## src/fdd_pkg.sv

```systemverilog
`default_nettype none

package fdd_pkg;

	localparam int ACCEL_W     = 26;
	localparam int CONFIRM_W   = 8;
	localparam int CFG_INDEX_W = 3;
	localparam int CFG_DATA_W  = 26;
	localparam int FALL_W      = 2;
	localparam int RUN_COUNT   = 5;

	typedef logic signed [ACCEL_W-1:0] accel_t;
	typedef logic [FALL_W-1:0]         fall_t;
	typedef logic [CFG_INDEX_W-1:0]    cfg_index_t;

	// register map
	localparam cfg_index_t REG_BACK_THRESHOLD  = 3'd0;
	localparam cfg_index_t REG_FRONT_THRESHOLD = 3'd1;
	localparam cfg_index_t REG_RIGHT_THRESHOLD = 3'd2;
	localparam cfg_index_t REG_LEFT_THRESHOLD  = 3'd3;
	localparam cfg_index_t REG_REAR_THRESHOLD  = 3'd4;
	localparam cfg_index_t REG_UPRIGHT_Z_LIMIT = 3'd5;
	localparam cfg_index_t REG_CONFIRM_COUNT   = 3'd6;

	localparam accel_t RST_BACK_THRESHOLD  = 26'sd8600000;
	localparam accel_t RST_FRONT_THRESHOLD = 26'sd8600000;
	localparam accel_t RST_RIGHT_THRESHOLD = 26'sd9000000;
	localparam accel_t RST_LEFT_THRESHOLD  = -26'sd8600000;
	localparam accel_t RST_REAR_THRESHOLD  = -26'sd8500000;
	localparam accel_t RST_UPRIGHT_Z_LIMIT = -26'sd6500000;
	localparam logic [CONFIRM_W-1:0] RST_CONFIRM_COUNT = 8'd5;

	// result codes
	localparam fall_t FALL_NONE  = 2'd0;
	localparam fall_t FALL_SIDE  = 2'd1;
	localparam fall_t FALL_REAR  = 2'd2;
	localparam fall_t FALL_FRONT = 2'd3;

	// run counter slots
	localparam int SLOT_BACK  = 0;
	localparam int SLOT_REAR  = 1;
	localparam int SLOT_FRONT = 2;
	localparam int SLOT_LEFT  = 3;
	localparam int SLOT_RIGHT = 4;

	typedef enum logic [2:0] {
		DIR_NONE,
		DIR_BACK,
		DIR_REAR,
		DIR_FRONT,
		DIR_LEFT,
		DIR_RIGHT
	} dir_t;

	typedef struct packed {
		accel_t                 back_threshold;
		accel_t                 front_threshold;
		accel_t                 right_threshold;
		accel_t                 left_threshold;
		accel_t                 rear_threshold;
		accel_t                 upright_z_limit;
		logic [CONFIRM_W-1:0]   confirm_count;
	} cfg_t;

endpackage

`default_nettype wire

```

## src/fdd_if.sv

```systemverilog
`default_nettype none

interface fdd_sample_if import fdd_pkg::*; ();
	logic   valid;
	logic   ready;
	logic   command;
	accel_t accel_z;
	accel_t accel_forward;
	accel_t accel_side;

	modport source (output valid, output command, output accel_z, output accel_forward,
		output accel_side, input ready);
	modport sink (input valid, input command, input accel_z, input accel_forward,
		input accel_side, output ready);
endinterface

interface fdd_result_if import fdd_pkg::*; ();
	logic  valid;
	logic  ready;
	fall_t fall_state;

	modport source (output valid, output fall_state, input ready);
	modport sink (input valid, input fall_state, output ready);
endinterface

`default_nettype wire

```

## src/fdd_cfg_regs.sv

```systemverilog
`default_nettype none

module fdd_cfg_regs import fdd_pkg::*; (
	input  wire logic                  clk,
	input  wire logic                  arst_n,
	input  wire logic                  cfg_we,
	input  wire cfg_index_t            cfg_index,
	input  wire logic [CFG_DATA_W-1:0] cfg_data,
	output cfg_t                       cfg
);

	cfg_t cfg_q;

	always_ff @(posedge clk or negedge arst_n) begin
		if (!arst_n) begin
			cfg_q.back_threshold  <= RST_BACK_THRESHOLD;
			cfg_q.front_threshold <= RST_FRONT_THRESHOLD;
			cfg_q.right_threshold <= RST_RIGHT_THRESHOLD;
			cfg_q.left_threshold  <= RST_LEFT_THRESHOLD;
			cfg_q.rear_threshold  <= RST_REAR_THRESHOLD;
			cfg_q.upright_z_limit <= RST_UPRIGHT_Z_LIMIT;
			cfg_q.confirm_count   <= RST_CONFIRM_COUNT;
		end else if (cfg_we) begin
			unique case (cfg_index)
				REG_BACK_THRESHOLD:  cfg_q.back_threshold  <= accel_t'(cfg_data);
				REG_FRONT_THRESHOLD: cfg_q.front_threshold <= accel_t'(cfg_data);
				REG_RIGHT_THRESHOLD: cfg_q.right_threshold <= accel_t'(cfg_data);
				REG_LEFT_THRESHOLD:  cfg_q.left_threshold  <= accel_t'(cfg_data);
				REG_REAR_THRESHOLD:  cfg_q.rear_threshold  <= accel_t'(cfg_data);
				REG_UPRIGHT_Z_LIMIT: cfg_q.upright_z_limit <= accel_t'(cfg_data);
				REG_CONFIRM_COUNT:   cfg_q.confirm_count   <= cfg_data[CONFIRM_W-1:0];
				default: ;  // unmapped index
			endcase
		end
	end

	assign cfg = cfg_q;

endmodule

`default_nettype wire

```

## src/fdd_classify.sv

```systemverilog
`default_nettype none

module fdd_classify import fdd_pkg::*; (
	input  wire cfg_t   cfg,
	input  wire accel_t accel_z,
	input  wire accel_t accel_forward,
	input  wire accel_t accel_side,
	output dir_t        dir
);

	logic [ACCEL_W-1:0] mag_f;
	logic [ACCEL_W-1:0] mag_s;

	// two's complement magnitude; the most negative value maps to 2^25 unsigned
	assign mag_f = accel_forward[ACCEL_W-1] ? (~accel_forward + 1'b1) : accel_forward;
	assign mag_s = accel_side[ACCEL_W-1]    ? (~accel_side + 1'b1)    : accel_side;

	always_comb begin
		dir = DIR_NONE;
		if (accel_z > cfg.back_threshold) begin
			dir = DIR_BACK;
		end else if (accel_z > accel_t'(0)) begin
			// upside down: larger horizontal magnitude picks the axis
			if (mag_f > mag_s) begin
				dir = accel_forward[ACCEL_W-1] ? DIR_REAR : DIR_FRONT;
			end else begin
				dir = accel_side[ACCEL_W-1] ? DIR_LEFT : DIR_RIGHT;
			end
		end else if (accel_z > cfg.upright_z_limit) begin
			if (accel_forward < cfg.rear_threshold) begin
				dir = DIR_REAR;
			end else if (accel_side > cfg.right_threshold) begin
				dir = DIR_RIGHT;
			end else if (accel_side < cfg.left_threshold) begin
				dir = DIR_LEFT;
			end else if (accel_forward > cfg.front_threshold) begin
				dir = DIR_FRONT;
			end
		end
	end

endmodule

`default_nettype wire

```

## src/fdd_runs.sv

```systemverilog
`default_nettype none

module fdd_runs import fdd_pkg::*; #(
	parameter int RUN_WIDTH = 8
) (
	input  wire logic                 clk,
	input  wire logic                 arst_n,
	input  wire logic                 update,
	input  wire dir_t                 dir,
	input  wire logic [CONFIRM_W-1:0] confirm_count,
	output fall_t                     fall_next,
	output logic [RUN_COUNT-1:0]      run_nz
);

	localparam int CMP_W = (RUN_WIDTH > CONFIRM_W) ? RUN_WIDTH : CONFIRM_W;

	logic [RUN_WIDTH-1:0] run_q    [RUN_COUNT];
	logic [RUN_WIDTH-1:0] run_next [RUN_COUNT];
	logic [RUN_COUNT-1:0] hit;
	logic [RUN_COUNT-1:0] over;

	always_comb begin
		hit = '0;
		hit[SLOT_BACK]  = (dir == DIR_BACK);
		hit[SLOT_REAR]  = (dir == DIR_REAR);
		hit[SLOT_FRONT] = (dir == DIR_FRONT);
		hit[SLOT_LEFT]  = (dir == DIR_LEFT);
		hit[SLOT_RIGHT] = (dir == DIR_RIGHT);
	end

	// active counter counts up and saturates, every other one clears
	always_comb begin
		for (int i = 0; i < RUN_COUNT; i++) begin
			if (!hit[i]) begin
				run_next[i] = '0;
			end else if (run_q[i] == '1) begin
				run_next[i] = run_q[i];
			end else begin
				run_next[i] = run_q[i] + 1'b1;
			end
			over[i]   = CMP_W'(run_next[i]) > CMP_W'(confirm_count);
			run_nz[i] = (run_q[i] != '0);
		end
	end

	always_comb begin
		if (over[SLOT_BACK] || over[SLOT_LEFT] || over[SLOT_RIGHT]) begin
			fall_next = FALL_SIDE;
		end else if (over[SLOT_REAR]) begin
			fall_next = FALL_REAR;
		end else if (over[SLOT_FRONT]) begin
			fall_next = FALL_FRONT;
		end else begin
			fall_next = FALL_NONE;
		end
	end

	always_ff @(posedge clk or negedge arst_n) begin
		if (!arst_n) begin
			for (int i = 0; i < RUN_COUNT; i++) begin
				run_q[i] <= '0;
			end
		end else if (update) begin
			for (int i = 0; i < RUN_COUNT; i++) begin
				run_q[i] <= run_next[i];
			end
		end
	end

endmodule

`default_nettype wire

```

## src/fall_direction_detector.sv

```systemverilog
`default_nettype none

// Fall direction detector. Each transfer on the sample channel carries one
// three-axis accelerometer frame (command = 0) or a clear request (command = 1),
// and produces exactly one transfer on the result channel with fall_state:
// 0 not fallen, 1 fallen on a side or the back, 2 fallen to the rear, 3 fallen
// to the front. A frame is sorted into a tilt direction against the threshold
// registers; the run counter of that direction counts up (saturating at
// 2^RUN_WIDTH - 1) and all other run counters clear. A fall is reported once a
// run exceeds confirm_count. A clear request, or a frame with no direction,
// clears every run and reports 0.
// Throughput is one frame per clock while results are taken. The frame is
// captured in the input register, then classification and the run counter
// update are combinational into the result register. The run counters are
// updated at the same edge the result is registered, so consecutive frames
// see each other's effect without bubbles. Both stages stall together when
// the result is not taken; the sample side keeps accepting as long as the
// result register drains or is empty.
// Configuration: cfg_we writes register cfg_index (0 back_threshold,
// 1 front_threshold, 2 right_threshold, 3 left_threshold, 4 rear_threshold,
// 5 upright_z_limit, 6 confirm_count); index 7 is ignored. Write only while
// no frame is in flight.

module fall_direction_detector import fdd_pkg::*; #(
	parameter int RUN_WIDTH = 8
) (
	input  wire logic                  clk,
	input  wire logic                  arst_n,
	fdd_sample_if.sink                 sample,
	fdd_result_if.source               result,
	input  wire logic                  cfg_we,
	input  wire cfg_index_t            cfg_index,
	input  wire logic [CFG_DATA_W-1:0] cfg_data
);

	cfg_t                 cfg;
	logic                 valid_s1;
	logic                 command_s1;
	accel_t               accel_z_s1;
	accel_t               accel_forward_s1;
	accel_t               accel_side_s1;
	logic                 out_valid_q;
	fall_t                fall_state_q;
	logic                 advance;
	logic                 update;
	dir_t                 dir;
	dir_t                 dir_eff;
	fall_t                fall_next;
	logic [RUN_COUNT-1:0] run_nz;

	fdd_cfg_regs u_cfg (
		.clk       (clk),
		.arst_n    (arst_n),
		.cfg_we    (cfg_we),
		.cfg_index (cfg_index),
		.cfg_data  (cfg_data),
		.cfg       (cfg)
	);

	// result register empty or being taken: stage 1 may move on
	assign advance      = !out_valid_q || result.ready;
	assign sample.ready = !valid_s1 || advance;
	assign update       = valid_s1 && advance;

	// input register
	always_ff @(posedge clk or negedge arst_n) begin
		if (!arst_n) begin
			valid_s1 <= 1'b0;
		end else if (sample.ready) begin
			valid_s1 <= sample.valid;
		end
	end

	always_ff @(posedge clk) begin
		if (sample.valid && sample.ready) begin
			command_s1       <= sample.command;
			accel_z_s1       <= sample.accel_z;
			accel_forward_s1 <= sample.accel_forward;
			accel_side_s1    <= sample.accel_side;
		end
	end

	fdd_classify u_classify (
		.cfg           (cfg),
		.accel_z       (accel_z_s1),
		.accel_forward (accel_forward_s1),
		.accel_side    (accel_side_s1),
		.dir           (dir)
	);

	// clear request behaves as a frame with no direction
	assign dir_eff = command_s1 ? DIR_NONE : dir;

	fdd_runs #(
		.RUN_WIDTH (RUN_WIDTH)
	) u_runs (
		.clk           (clk),
		.arst_n        (arst_n),
		.update        (update),
		.dir           (dir_eff),
		.confirm_count (cfg.confirm_count),
		.fall_next     (fall_next),
		.run_nz        (run_nz)
	);

	// result register
	always_ff @(posedge clk or negedge arst_n) begin
		if (!arst_n) begin
			out_valid_q <= 1'b0;
		end else if (advance) begin
			out_valid_q <= valid_s1;
		end
	end

	always_ff @(posedge clk) begin
		if (update) begin
			fall_state_q <= fall_next;
		end
	end

	assign result.valid      = out_valid_q;
	assign result.fall_state = fall_state_q;

	// at most one direction has a live run
	a_one_run: assert property (@(posedge clk) disable iff (!arst_n)
		$onehot0(run_nz))
		else $error("more than one run counter active");

	// a clear request always reports not fallen
	a_clear_result: assert property (@(posedge clk) disable iff (!arst_n)
		update && command_s1 |=> result.fall_state == FALL_NONE && run_nz == '0)
		else $error("clear request did not clear fall state");

	// runs only move when a frame passes into the result register
	a_runs_hold: assert property (@(posedge clk) disable iff (!arst_n)
		!update |=> $stable(run_nz))
		else $error("run counters changed without a frame");

	// a stalled result with a frame waiting blocks the sample side
	a_stall: assert property (@(posedge clk) disable iff (!arst_n)
		out_valid_q && !result.ready && valid_s1 |-> !sample.ready)
		else $error("sample accepted while pipeline is full");

endmodule

`default_nettype wire

```

## src/flat_wrapper.sv

```systemverilog
// flat-port wrapper written by rule: the top's interface ports become plain ports
module fall_direction_detector_flat import fdd_pkg::*;
#(
	parameter int RUN_WIDTH = 8
)
  (clk, arst_n, cfg_we, cfg_index, cfg_data, sample_valid, sample_command, sample_accel_z, sample_accel_forward, sample_accel_side, sample_ready, result_valid, result_fall_state, result_ready);
  fdd_sample_if sample_i ();
  fdd_result_if result_i ();
  input  wire logic clk;
  input  wire logic arst_n;
  input  wire logic cfg_we;
  input  wire cfg_index_t cfg_index;
  input  wire logic [CFG_DATA_W-1:0] cfg_data;
  input wire logic [$bits(sample_i.valid)-1:0] sample_valid;
  input wire logic [$bits(sample_i.command)-1:0] sample_command;
  input wire logic [$bits(sample_i.accel_z)-1:0] sample_accel_z;
  input wire logic [$bits(sample_i.accel_forward)-1:0] sample_accel_forward;
  input wire logic [$bits(sample_i.accel_side)-1:0] sample_accel_side;
  output wire logic [$bits(sample_i.ready)-1:0] sample_ready;
  output wire logic [$bits(result_i.valid)-1:0] result_valid;
  output wire logic [$bits(result_i.fall_state)-1:0] result_fall_state;
  input wire logic [$bits(result_i.ready)-1:0] result_ready;
  assign sample_i.valid = sample_valid;
  assign sample_i.command = sample_command;
  assign sample_i.accel_z = sample_accel_z;
  assign sample_i.accel_forward = sample_accel_forward;
  assign sample_i.accel_side = sample_accel_side;
  assign sample_ready = sample_i.ready;
  assign result_valid = result_i.valid;
  assign result_fall_state = result_i.fall_state;
  assign result_i.ready = result_ready;
  fall_direction_detector #(.RUN_WIDTH(RUN_WIDTH)) u_core (.clk(clk), .arst_n(arst_n), .sample(sample_i), .result(result_i), .cfg_we(cfg_we), .cfg_index(cfg_index), .cfg_data(cfg_data));
endmodule
```

## config.mk

```make
export PLATFORM = sky130hd
export DESIGN_NAME = fall_direction_detector_flat
export DESIGN_NICKNAME = d
export VERILOG_FILES = /design/src/fdd_pkg.sv /design/src/fdd_if.sv /design/src/fdd_cfg_regs.sv /design/src/fdd_classify.sv /design/src/fdd_runs.sv /design/src/fall_direction_detector.sv /design/src/flat_wrapper.sv
export SDC_FILE = /design/constraint.sdc
export NUM_CORES = 1
export LEC_CHECK = 0
export BUFFER_PORTS_ARGS = -buffer_cell sky130_fd_sc_hd__buf_4
export CORE_AREA = 10 10 231 233
export CTS_BUF_LIST = sky130_fd_sc_hd__clkbuf_4
export CTS_CLUSTER_DIAMETER = 60
export CTS_CLUSTER_SIZE = 28
export DETAILED_ROUTE_END_ITERATION = 8
export DIE_AREA = 0 0 241 243
export GPL_ROUTABILITY_DRIVEN = 0
export GPL_TIMING_DRIVEN = 1
export PLACE_DENSITY = 0.65
export SYNTH_ARGS = -nofsm -noshare
export SYNTH_HDL_FRONTEND = slang
export SYNTH_SLANG_ARGS = --single-unit
```

## constraint.sdc

```tcl
create_clock -name clk -period 6.91 [get_ports clk]
set_input_delay 0.691 -clock clk [delete_from_list [all_inputs] [get_ports clk]]
set_output_delay 0.691 -clock clk [all_outputs]
set_load 0.02 [all_outputs]
```

======== After elaboration in Yosys (flattened, before gate mapping) ========
Index checks and enable logic that the tools add are counted.
word-level totals
  input port bits ......................... 113
  register bits after elaboration ......... 287
  word-level logic and storage cells ...... 98
  output and inout bits ................... 4
cells by class
  reduce and logical (&&, ||, !) cells .... 16
  muxes and demuxes ....................... 25
  order comparisons ....................... 13
  $add $sub $neg .......................... 7
  bitwise logic cells ..................... 2
  equality and inequality tests ........... 16
operators with widths
  kind                                                                   count
  26-bit > comparator                                                    5
  8-bit two-way mux                                                      10
  26-bit by 1-bit adder with 26-bit output, second input constant        2
  26-bit less-than comparator                                            2
  26-bit two-way mux                                                     2
  26-bit inverter                                                        2
  8-bit by 1-bit adder with 8-bit output, second input constant          5
  8-bit == test, second input constant                                   5
  8-bit > comparator                                                     5
  26-bit by 1-bit > comparator with 1-bit output, second input constant  1
  3-bit two-way mux                                                      8
  3-bit == test, second input constant                                   5
  2-bit AND reduction                                                    7
  3-bit by 2-bit == test with 1-bit output, second input constant        4
  3-bit by 1-bit == test with 1-bit output, second input constant        2
  2-bit two-way mux                                                      3
  1-bit logical OR                                                       4
  3-bit logical NOT                                                      1
  1-bit logical AND                                                      2
  1-bit logical NOT                                                      2
  1-bit two-way mux                                                      2

======== Longest topological paths before layout ========
  depth in word-level cells ............... 14
  depth in mapped cells ................... 31

======== Cells and area by module ========
From an unflattened synthesis, not the netlist that was laid out.
second synthesis, totals
  cell total of the unflattened synthesis .. 1717
  area, all modules ....................... 18472.7 µm²
modules (own cells, without submodules)
  module                   seq. area each (µm²)  times used  area an instance (µm²)  cells an instance
  fdd_cfg_regs             4185.3                1           6247.2                  354
  fdd_classify             0.0                   1           5675.4                  785
  fdd_runs                 1001.0                1           3995.1                  486
  fall_direction_detector  2482.4                1           2555.0                  92

======== Least setup slack after synthesis ========
OpenSTA, ideal clock, no wires.
  kind .................................... register -> register
  from .................................... register u_core.accel_forward_s1[9]
  to ...................................... register u_core.fall_state_q[0], in the netlist u_core.result.fall_state[0] (data pin)
  required time ........................... 6642 ps
  library setup time ...................... 268 ps
  path slack .............................. 268 ps
  path buffers ............................ 1
  arrival ................................. 6374 ps
  stages on the path, launching flop included .. 28
  period minus slack after synthesis ...... 6642 ps
  cell sequence ........................... edfxtp_1 -> or4_1 -> or2_2 -> nand2b_1 -> or4_1 -> or4_1 -> o21ai_0 -> xnor2_1 -> ha_1 -> nand4_1 -> nor4_1 -> o221ai_1 -> a32oi_1 -> mux2i_1 -> a221o_1 -> and2_1 -> clkbuf_1 -> or3_1 -> a21oi_1 -> ha_1 -> nor2b_1 -> o21a_1 -> o21ai_0 -> nand2b_1 -> a21oi_1 -> o21ai_0 -> a221oi_1 -> nand2_1
RTL lines
  item                      RTL line                        RTL
  start: declaration        fall_direction_detector.sv:40   accel_t accel_forward_s1;
  start signal: assignment  fall_direction_detector.sv:78   accel_forward_s1 <= sample.accel_forward;
  end signal: assignment    fall_direction_detector.sv:117  fall_state_q <= fall_next;
  end: declaration          fall_direction_detector.sv:43   fall_t fall_state_q;

==> impl_metrics.csv <==
group,metric,value,unit
die,die_w,241,µm
global_routing,first_global_vias,14100,
worst_setup_path,r2r_cells,27,
yosys,yosys.area.top_type,"dfrtp_1",
die,fp.dieH,243,µm
sta,skew,0.116,ns
worst_setup_path,critPathKind,"reg -> reg",
clock_network,cts_buffers,30,
worst_hold_path,hold_path.class,"in -> reg",
yosys,synth_area_leaders,"dfrtp_1 20%, ha_1 16%, edfxtp_1 14%",
global_routing,track_usage,15.8,%
yosys,synth_cells,1806,
yosys,synth-seq-cells,287,
worst_setup_path,cp.required,7.46,ns
detailed_routing,routedWlPerCell,17.5,µm
die,io_pins,117,
worst_setup_path,path_delay_family,"simple AND/OR/NAND/NOR gates",
yosys,netlist_area,17800,µm²
final_layout,final_common_cell,"ha_1",
yosys,ys_seq_area_share,43.2,%
yosys,synthArstFlopShare,71.8,%
sta,worst_pin_slew,1.15,ns
detailed_routing,dr.pass1.iters,7,
sta,slew_violations,0,
die,initial_core_util,36.5,%
detailed_routing,drcViolationCount,0,
detailed_routing,finalWirelength,46700,µm
die,rows,81,
sta,fin_crit_sh,96.9,%
status,status,"complete, no violations",
final_layout,layout.nets,2357,
worst_setup_path,endpoint_kind,"flip-flop",
detailed_routing,first_iter_violations,921,
clock_network,clk_latency,0.89,ns
sta,rsz0062_at_grt,"true",
sta,finalHoldViolCount,0,
yosys,ys.flop_type,"dfrtp_1",
clock_network,cts-root-buf,"clkbuf_4",
sta,fmax,149,MHz
final_layout,drive_gt1_share,19.2,%
die,placeableCoreArea,48600,µm²
yosys,yosysTopAreaCellShare,19.9,%
sta,whs,0.0586,ns
global_routing,grt-ovfl-total,0,
worst_setup_path,path_buf_inv,1,
yosys,avgSynthCellArea,9.83,µm²
yosys,synth_edf_count,81,
final_layout,post-route-util,43.2,%
sta,relSlewSlack,23.4,%
sta,post-route-min-period,6.69,ns
global_routing,grt_max_degree,179,
worst_setup_path,cp_common_cell,"or4_4",
power_and_ir_drop,power_density,223,nW/µm²
final_layout,final_cell_mix,"227 x ha_1, 197 x nand2_1, 195 x inv_1, 156 x buf_4, 155 x o21ai_0",
clock_network,clock_sink_count,287,
final_layout,areaGrowthSynthToFinish,18.2,%
clock_network,htree_levels,1,
worst_hold_path,whs_path_depth,1,
clock_network,clk_pin_slew,0.19,ns
clock_network,cts_tree,"yes",
clock_network,clock_path_buffers,3,
worst_setup_path,cp.depth,27,
worst_setup_path,crit_path_top_delay_cell,"or4_4",
worst_setup_path,cp_max_fo,3,
detailed_routing,vias,14000,
final_layout,fill_cells,4641,
yosys,syn_nets,2146,
flow_run,drv_cap,0,
yosys,synthDistinctLibCells,71,
placement,port_buffers,116,
detailed_routing,ant_nets,0,
power_and_ir_drop,ir_drop,0.144,mV
worst_setup_path,startpoint_type,"flip-flop",
worst_setup_path,cp.arrival,7.25,ns
detailed_routing,post_drt_via_cell_ratio,5.25,
global_routing,antenna_found_initial,2,
placement,place_hpwl,35000,µm
worst_setup_path,cpPeakStageDelay,0.57,ns
yosys,yosys_warnings,0,
die,die_area,58600,µm²
power_and_ir_drop,p_leak,9.26,nW
sta,setup_viol,0,
global_routing,grt_pass1_wl,75200,µm
[report_power, final]
group          leakage, nW  internal [W]  switching, W
Sequential            3.24       0.00205      0.000136
Combinational         5.72      0.000592      0.000752
Clock                0.308      0.000358      0.000798
[cell families after synthesis]
kind of cell / count (synthesis) / synth area share [%]
buffers and inverters: 244 / 5.21
xor gates and xnor gates: 64 / 3.16
muxes: 74 / 4.64
DFF: 287 / 43.2
and+or+nand+nor: 489 / 13.4
AOI/OAI and AO/OA: 421 / 14.4
adders and majority gates: 227 / 16.0
[registers in the layout (all words and copies together) (netlist names)]
register,flops
u_core.accel_forward_s1,26
u_core.accel_z_s1,26
u_core.valid_s1,1
u_core.u_runs.run_q,40
u_core.result.valid,1
u_core.result.fall_state,2
u_core.u_cfg.cfg,164
u_core.accel_side_s1,26
u_core.command_s1,1
[layout make-up]
| cell class | instances | area, µm² | share of cell area (%) |
|---|---|---|---|
| flip-flops and latches | 287 | 7670 | 36.5 |
| multi-input cells | 1275 | 9310 | 44.3 |
| diodes | 2 | 5.00 | 0.0238 |
| clock inverters | 26 | 368 | 1.75 |
| clock buffers | 30 | 225 | 1.07 |
| inverters | 195 | 732 | 3.49 |
| repair buffers | 228 | 1910 | 9.09 |
| well taps | 622 | 778 | 3.71 |
[path summary, 6_finish.rpt]
| path | from | to | slack, ns |
|---|---|---|---|
| max in group asynchronous | arst_n | u_core.u_cfg.cfg[42]$_DFFE_PN0P_ | 5.26 |
| setup reg to reg | u_core.accel_forward_s1[9]$_DFFE_PP_ | u_core.result.fall_state[0]$_SDFFCE_PP1P_ | 0.22 |
| hold / removal | sample_accel_z[5] | u_core.accel_z_s1[5]$_DFFE_PP_ | 0.06 |
| min in group asynchronous | arst_n | u_core.u_runs.run_q[2]$_DFFE_PN0P_ | 0.33 |
| setup / recovery | u_core.accel_forward_s1[9]$_DFFE_PP_ | u_core.result.fall_state[0]$_SDFFCE_PP1P_ | 0.22 |
| hold reg to reg | u_core.u_cfg.cfg[39]$_DFFE_PN1P_ | u_core.u_cfg.cfg[39]$_DFFE_PN1P_ | 0.51 |
[layer usage]
metal | GRT usage [%] | wire length, µm | vias to the layer above
met3 | 2.32 | 1830 | 69
met1 | 20.5 | 20900 | 6745
met5 | 0 | 0 | -
met2 | 27.0 | 22700 | 288
met4 | 4.11 | 1210 | 0
li1 | - | - | 6880
[Yosys cell counts (10+ instances only)]
library cell and number:
ha_1 227, nand2_1 197, inv_1 195, o21ai_0 160, dfrtp_1 141, a21oi_1 108
edfxtp_1 81, nor2_1 72, mux2_2 66, dfstp_2 65, clkbuf_1 46, nand4_1 45
nand3_1 39, xnor2_1 36, xor2_1 28, a21o_1 25, nand2b_1 22, nor3_1 21
nor4_1 19, a211oi_1 17, or3_1 16, o31ai_1 15, o21a_1 14, a31oi_1 11
nor2b_1 11, and3_1 10
[timing repair]
action / CTS / global route
setup buffers: 0 / 5
endpoints found under the setup margin: 2 / 2
resized for setup: 2 / 30
hold endpoints to repair: 94 / 1
cloned: 0 / 0
pin swaps: 1 / 9
hold buffers: 67 / 1
[metrics by stage]
stage / power (W) / worst slack, ns / cells / TNS [ns] / area [µm²]
after CTS: 0.00471 / 0.0120 / 2657 / 0 / 20800
final: 0.00469 / 0.215 / 2665 / 0 / 21000
after global routing: 0.00502 / -0.221 / 2665 / -0.398 / 21000
after global placement: 0.00345 / -0.0283 / 2534 / -0.0283 / 19500
after detailed placement: 0.00351 / -0.201 / 2534 / -0.356 / 19500
after floorplan: 0.00306 / 0.268 / 1806 / 0 / 17800
No activity file was read; power rests on OpenSTA's default activity.
